`src/rtl/core/vdpc_pkg.sv`:
```
// Shared types and constants for the vertex-disjoint path counter.
// Used by vdpc_ctrl, vdpc_dp and vertex_disjoint_path_count_top; depends on nothing.
`default_nettype none

package vdpc_pkg;

  // Field widths fixed by the interface
  localparam int CITY_W    = 7;
  localparam int COUNT_W   = 7;
  localparam int CFG_IDX_W = 2;

  // Item opcodes
  typedef enum logic [0:0] {
    OP_ADD_ROAD = 1'b0,
    OP_COMPUTE  = 1'b1
  } opcode_e;

  // Configuration register indexes
  localparam logic [CFG_IDX_W-1:0] CFG_CITY_COUNT = 2'd0;
  localparam logic [CFG_IDX_W-1:0] CFG_SOURCE     = 2'd1;
  localparam logic [CFG_IDX_W-1:0] CFG_SINK       = 2'd2;

  // Configuration reset values
  localparam logic [CITY_W-1:0] CITY_COUNT_RST = 7'd64;
  localparam logic [CITY_W-1:0] SOURCE_RST     = 7'd1;
  localparam logic [CITY_W-1:0] SINK_RST       = 7'd2;

  // Controller to datapath commands
  typedef struct packed {
    logic add_road;   // road beat accepted, first direction written
    logic compute;    // compute beat accepted
    logic road_rev;   // second direction of the road
    logic bfs_init;   // start a search round
    logic deq;        // read queue head
    logic fetch;      // read rows of the dequeued node
    logic scan;       // enqueue one neighbor if any
    logic aug_start;  // start walking back from the sink
    logic aug_step;   // push flow over one arc
    logic clr_start;  // rewind clear row counter
    logic clr_step;   // clear one row of road and flow stores
  } cmd_t;

  // Datapath to controller status
  typedef struct packed {
    logic range_ok;
    logic q_empty;
    logic cand_valid;
    logic cand_sink;
    logic at_src;
    logic clr_last;
  } status_t;

endpackage

`default_nettype wire

```
`src/rtl/core/vdpc_ctrl.sv`:
```
// Sequencer for the vertex-disjoint path counter: loads, search rounds,
// augmentation walks and the clearing sweep. Depends on vdpc_pkg.
`default_nettype none

module vdpc_ctrl (
  input  logic              clk_i,
  input  logic              rst_ni,
  input  logic              start_i,
  input  logic              opcode_i,
  input  vdpc_pkg::status_t status_i,
  output vdpc_pkg::cmd_t    cmd_o,
  output logic              busy_o,
  output logic              done_o
);

  typedef enum logic [3:0] {
    ST_CLEAR,
    ST_IDLE,
    ST_ROAD,
    ST_INIT,
    ST_BFS_INIT,
    ST_DEQ,
    ST_FETCH,
    ST_SCAN,
    ST_AUG_START,
    ST_AUG,
    ST_EMIT
  } state_e;

  state_e state_q, state_d;
  logic   busy_q;
  logic   done_q;
  logic   accept;

  assign accept = start_i & ~busy_q;

  // Next state and commands
  always_comb begin
    state_d = state_q;
    cmd_o   = '0;
    unique case (state_q)
      ST_CLEAR: begin
        cmd_o.clr_step = 1'b1;
        if (status_i.clr_last) state_d = ST_IDLE;
      end
      ST_IDLE: begin
        if (accept) begin
          if (opcode_i == vdpc_pkg::OP_ADD_ROAD) begin
            cmd_o.add_road = 1'b1;
            state_d        = ST_ROAD;
          end else begin
            cmd_o.compute = 1'b1;
            state_d       = ST_INIT;
          end
        end
      end
      ST_ROAD: begin
        cmd_o.road_rev = 1'b1;
        state_d        = ST_IDLE;
      end
      ST_INIT: begin
        state_d = status_i.range_ok ? ST_BFS_INIT : ST_EMIT;
      end
      ST_BFS_INIT: begin
        cmd_o.bfs_init = 1'b1;
        state_d        = ST_DEQ;
      end
      ST_DEQ: begin
        if (status_i.q_empty) begin
          state_d = ST_EMIT;
        end else begin
          cmd_o.deq = 1'b1;
          state_d   = ST_FETCH;
        end
      end
      ST_FETCH: begin
        cmd_o.fetch = 1'b1;
        state_d     = ST_SCAN;
      end
      ST_SCAN: begin
        cmd_o.scan = 1'b1;
        if (status_i.cand_valid && status_i.cand_sink) state_d = ST_AUG_START;
        else if (!status_i.cand_valid) state_d = ST_DEQ;
      end
      ST_AUG_START: begin
        cmd_o.aug_start = 1'b1;
        state_d         = ST_AUG;
      end
      ST_AUG: begin
        cmd_o.aug_step = 1'b1;
        if (status_i.at_src) state_d = ST_BFS_INIT;
      end
      ST_EMIT: begin
        cmd_o.clr_start = 1'b1;
        state_d         = ST_CLEAR;
      end
      default: state_d = ST_CLEAR;
    endcase
  end

  // State and registered outputs
  always_ff @(posedge clk_i or negedge rst_ni) begin
    if (!rst_ni) begin
      state_q <= ST_CLEAR;
      busy_q  <= 1'b1;
      done_q  <= 1'b0;
    end else begin
      state_q <= state_d;
      busy_q  <= (state_d != ST_IDLE);
      done_q  <= (state_d == ST_EMIT);
    end
  end

  assign busy_o = busy_q;
  assign done_o = done_q;

  // A result is always followed by the clearing sweep
  a_done_then_busy: assert property (@(posedge clk_i) disable iff (!rst_ni)
    done_q |=> (busy_q && !done_q))
    else $error("result not followed by clear");

  // A result comes only from a failed search or an out-of-range endpoint
  a_done_origin: assert property (@(posedge clk_i) disable iff (!rst_ni)
    $rose(done_q) |-> ($past(state_q) == ST_INIT || $past(state_q) == ST_DEQ))
    else $error("result from unexpected state");

  // Busy is low only while waiting for a beat
  a_busy_state: assert property (@(posedge clk_i) disable iff (!rst_ni)
    busy_q == (state_q != ST_IDLE))
    else $error("busy out of step with state");

endmodule

`default_nettype wire

```
`config.mk`:
```
export PLATFORM = sky130hd
export DESIGN_NAME = vdpc_ctrl
export DESIGN_NICKNAME = d
export VERILOG_FILES = /design/src/rtl/core/vdpc_pkg.sv /design/src/rtl/core/vdpc_ctrl.sv
export SDC_FILE = /design/constraint.sdc
export NUM_CORES = 1
export LEC_CHECK = 0
export ABC_AREA = 1
export BUFFER_PORTS_ARGS = -buffer_cell sky130_fd_sc_hd__buf_4
export CELL_PAD_IN_SITES_DETAIL_PLACEMENT = 1
export CELL_PAD_IN_SITES_GLOBAL_PLACEMENT = 2
export CORE_MARGIN = 2
export CORE_UTILIZATION = 20
export DETAILED_ROUTE_END_ITERATION = 8
export HOLD_SLACK_MARGIN = 0.03
export PLACE_DENSITY = 0.73
export SYNTH_ARGS = -nofsm -noshare
export SYNTH_HDL_FRONTEND = slang
export SYNTH_SLANG_ARGS = --single-unit
```
`constraint.sdc`:
```
create_clock -name clk_i -period 1.07 [get_ports clk_i]
set_input_delay 0.107 -clock clk_i [delete_from_list [all_inputs] [get_ports clk_i]]
set_output_delay 0.107 -clock clk_i [all_outputs]
set_load 0.1 [all_outputs]
```
# == After elaboration in Yosys (flattened, before gate mapping) ==
# Cells that the tools add are included.
# word_totals
input_bits,10
output_inout_bits,13
ff_bits,6
word_cells,42
# op_classes
bitwise_logic,2
n_reduce_logical,2
n_mux,23
n_eq_ne,12
# ops
op,n
$pmux W4 S10,1
$mux W4,7
$eq A4 B3 Y1 const B,4
$eq A4 B4 Y1 const B,4
$mux W1,13
$eq A4 B2 Y1 const B,2
$eq A4 B1 Y1 const B,1
$logic_not A4 Y1,1
$mux W2,2
$ne A4 B1 Y1 const B,1
$and A1 B1 Y1,1
$logic_and A1 B1 Y1,1
$not A1 Y1,1

# == Depth between registers and ports, before layout ==
# depth
word_depth,5
depth_mapped,10
depth_no_buf,9

# == Worst setup path after synthesis ==
# OpenSTA, ideal clock, no wires.
# synth_path
kind,register to output
startpoint,register state_q[3]
endpoint,output port cmd_o[7] in the netlist's numbering
t_required_ns,0.963
slack_ns,-1.635
arrival_ns,2.598
stages_incl_launch_ff,4
path_buffers,0
cell_sequence,dfrtp_1 > inv_2 > nand2_2 > nor3_1
# synth_lines
item,line,source
from (decl),vdpc_ctrl.sv:30,"state_e state_q, state_d;"
from (signal assigned),vdpc_ctrl.sv:108,state_q <= state_d;
to (decl),vdpc_ctrl.sv:11,"output vdpc_pkg::cmd_t cmd_o,"

==> results.toml <==
[status]
status = "finished with violations"
violations = "setup timing"

[setup_path]
rr_worst_depth = 7
critPathMaxStageDelay_ns = 0.44
start_kind = "register"
crit_fanout = 3
crit_slowest_cell = "dfrtp_2"
cp.arrival_ns = 1.36
worst_setup_path_end_kind = "primary output"
critPathKind = "reg -> out"
crit_top_cell = "buf_12"
cp_data_required_time_ns = 0.96
cp_cell_sequence = "clkinv_4 > nand2_4 > buf_12 > nor2_4 > nand2_2 > clkinvlp_4 > buf_12"
path_buf_inv = 4
worst-path-stages = 7
crit_family = "buffers and inverters"

[timing]
skew_ns = 0.00567
layout_min_cycle_time_ns = 1.47
period_share_pct = 137
setup-violations-final = 18
setup_slack_ns = -0.401
finalMaxSlewViolations = 0
hold_viol = 0
tightest_slew_ns = 0.281
slew_headroom_pct = 81.2
fmax_mhz = 680
grt_setup_unrepaired = "true"

[route]
final_antenna_net_count = 0
wl_per_cell_um = 11.5
routed_wl_mm = 1.87
drt_iter0_drc = 3
vias = 699
drc_errors = 0
dr.pass1.iters = 3
viasPerCell = 4.29

[global_route]
overflow = 0
grt_use_met1_pct = 16.2
antenna_found_initial = 0
use_met3_pct = 2.56
busiest_layer = "met2"
grt_pass1_wl_mm = 3.25
grtUsageTotal_pct = 12.9
grt_use_met2_pct = 23.2
grt_max_degree = 7
grt_pass1_vias = 724

[pwr]
combPwrFrac_pct = 82.6
p_sw_uw = 2300
p_int_uw = 1810
vdd.ir_drop.worst_v = 0.00252
power.leakage_uw = 0.000595
p_clk_share_pct = 5.7
pwr-share-seq_pct = 11.7
switching_share_pct = 56.0
power_density_nw_per_um2 = 3330

[place]
place_ws_ns = -0.328
gp_congestion = 0.782
dp_cells = 153
hpwl_mm = 1.47
placed_area_um2 = 912
port_buffers = 22

[cts]
root_buffer = "clkbuf_4"
cts_buffer_depth = 2
cts.sinks = 6
cts_tree = "built"
insertion_delay_ns = 0.25
cts_made_buffers = 3
h-tree-depth = 1
clk_pin_slew_ns = 0.05

[logic_synthesis]
yosys.area.top_type_share_pct = 23.1
synth_top_cell_by_area = "dfrtp_1"
synth_area_leaders = "dfrtp_1 (23%), nand2_1 (15%), inv_1 (13%), nor2_1 (11%), dfstp_2 (4.9%)"
yosysUniqueCellTypes = 19
syn_nets = 100
ys_ff_latch = 6
synth_area_um2 = 541
synthCells = 90
yosysSeqAreaShare_pct = 28.0
yosys_warnings = 0
synth_area_per_cell_um2 = 6.01

[finish]
mostFrequentLayoutCells = "buf_4 (23), buf_12 (12), nand2_2 (11), inv_1 (11), nor2_4 (10)"
diodes = 0
layout.cells.non_filler = 163
syn2layout_area_growth_pct = 128
final_common_cell = "buf_4"
fin_nets = 144
drive_gt1_share_pct = 69.2
fin_area_um2 = 1230

[floorplan]
fp.dieH_um = 56.0
io_pins = 23
die_x_um = 56.0
core_um2 = 2520
start_util_pct = 21.4
rows = 18
dieArea_um2 = 3130

[hold_path]
hold_path_class = "in -> async"

[flow_run]
drv_cap = 0
kinds of logic (layout without fill, tap and decap cells):
family,count (synthesis),in the layout,synth area share [%]
buffers and inverters,26,69,21.1
AO/OA/AOI/OAI,6,6,6.71
flip-flops,6,6,28.0
AND/OR/NAND/NOR,52,52,44.2
state kept, by name (all words and copies together) (netlist names):
register  flops
state_q       4
busy_o        1
done_o        1
synthesized netlist by cell type, drive strengths merged:
cell	count
nand2	26
nand4	2
nor2	21
dfrtp	5
inv	24
o211ai	1
nor3	1
o21ai	5
nand3	2
buf	2
dfstp	1
layer usage:
metal | routed length [um] | vias up
met4 | 8 | 0
met1 | 822 | 333
li1 | - | 347
met3 | 69 | 3
met5 | 0 | -
met2 | 971 | 16
power groups by stage:
stage | logic, uW | clock network [uW] | registers, uW
after CTS | 3150 | 239 | 483
after global routing | 3610 | 256 | 491
final | 3390 | 234 | 481
after global placement | 2560 | 0 | 461
after detailed placement | 2570 | 0 | 470
after floorplan | 1690 | 0 | 611
final timing paths:
kind	to	start	slack, ns
setup / recovery	cmd_o[6]	state_q[1]$_DFF_PN0_	-0.40
hold / removal	state_q[2]$_DFF_PN0_	rst_ni	0.21
setup reg to reg	state_q[1]$_DFF_PN0_	busy_o$_DFF_PN1_	-0.31
hold reg to reg	state_q[3]$_DFF_PN0_	state_q[3]$_DFF_PN0_	0.87
max in group asynchronous	busy_o$_DFF_PN1_	rst_ni	0.65
min in group clk_i	state_q[2]$_DFF_PN0_	status_i[1]	0.22
final cells by class:
class                   count  area [um^2]
inverters                  24          110
repair buffers             41          483
fillers                   300         1290
clock buffers               4         26.3
multi-input cells          58          418
well taps                  30         37.5
flip-flops and latches      6          158
per-stage QoR:
stage | total power [uW] | util, % | TNS (ns) | hold WS [ns]
floorplan | 2310 | - | -4.37 | -0.189
global placement | 3020 | 36.2 | -3.24 | -0.0837
detailed placement | 3040 | 36.2 | -3.55 | -0.0821
CTS | 3870 | 46.0 | -5.15 | 0.195
global route | 4350 | 48.9 | -6.31 | 0.220
finish | 4110 | 48.9 | -5.18 | 0.208
repair_timing:
| item | CTS | global route |
|---|---|---|
| gates resized for setup | 53 | 17 |
| hold endpoints to repair | 6 | 0 |
| setup endpoints to repair | 18 | 18 |
| hold buffers | 1 | 0 |
| pin swaps | 4 | 11 |
| setup buffers | 3 | 3 |
Power figures use the tool's default switching activity.
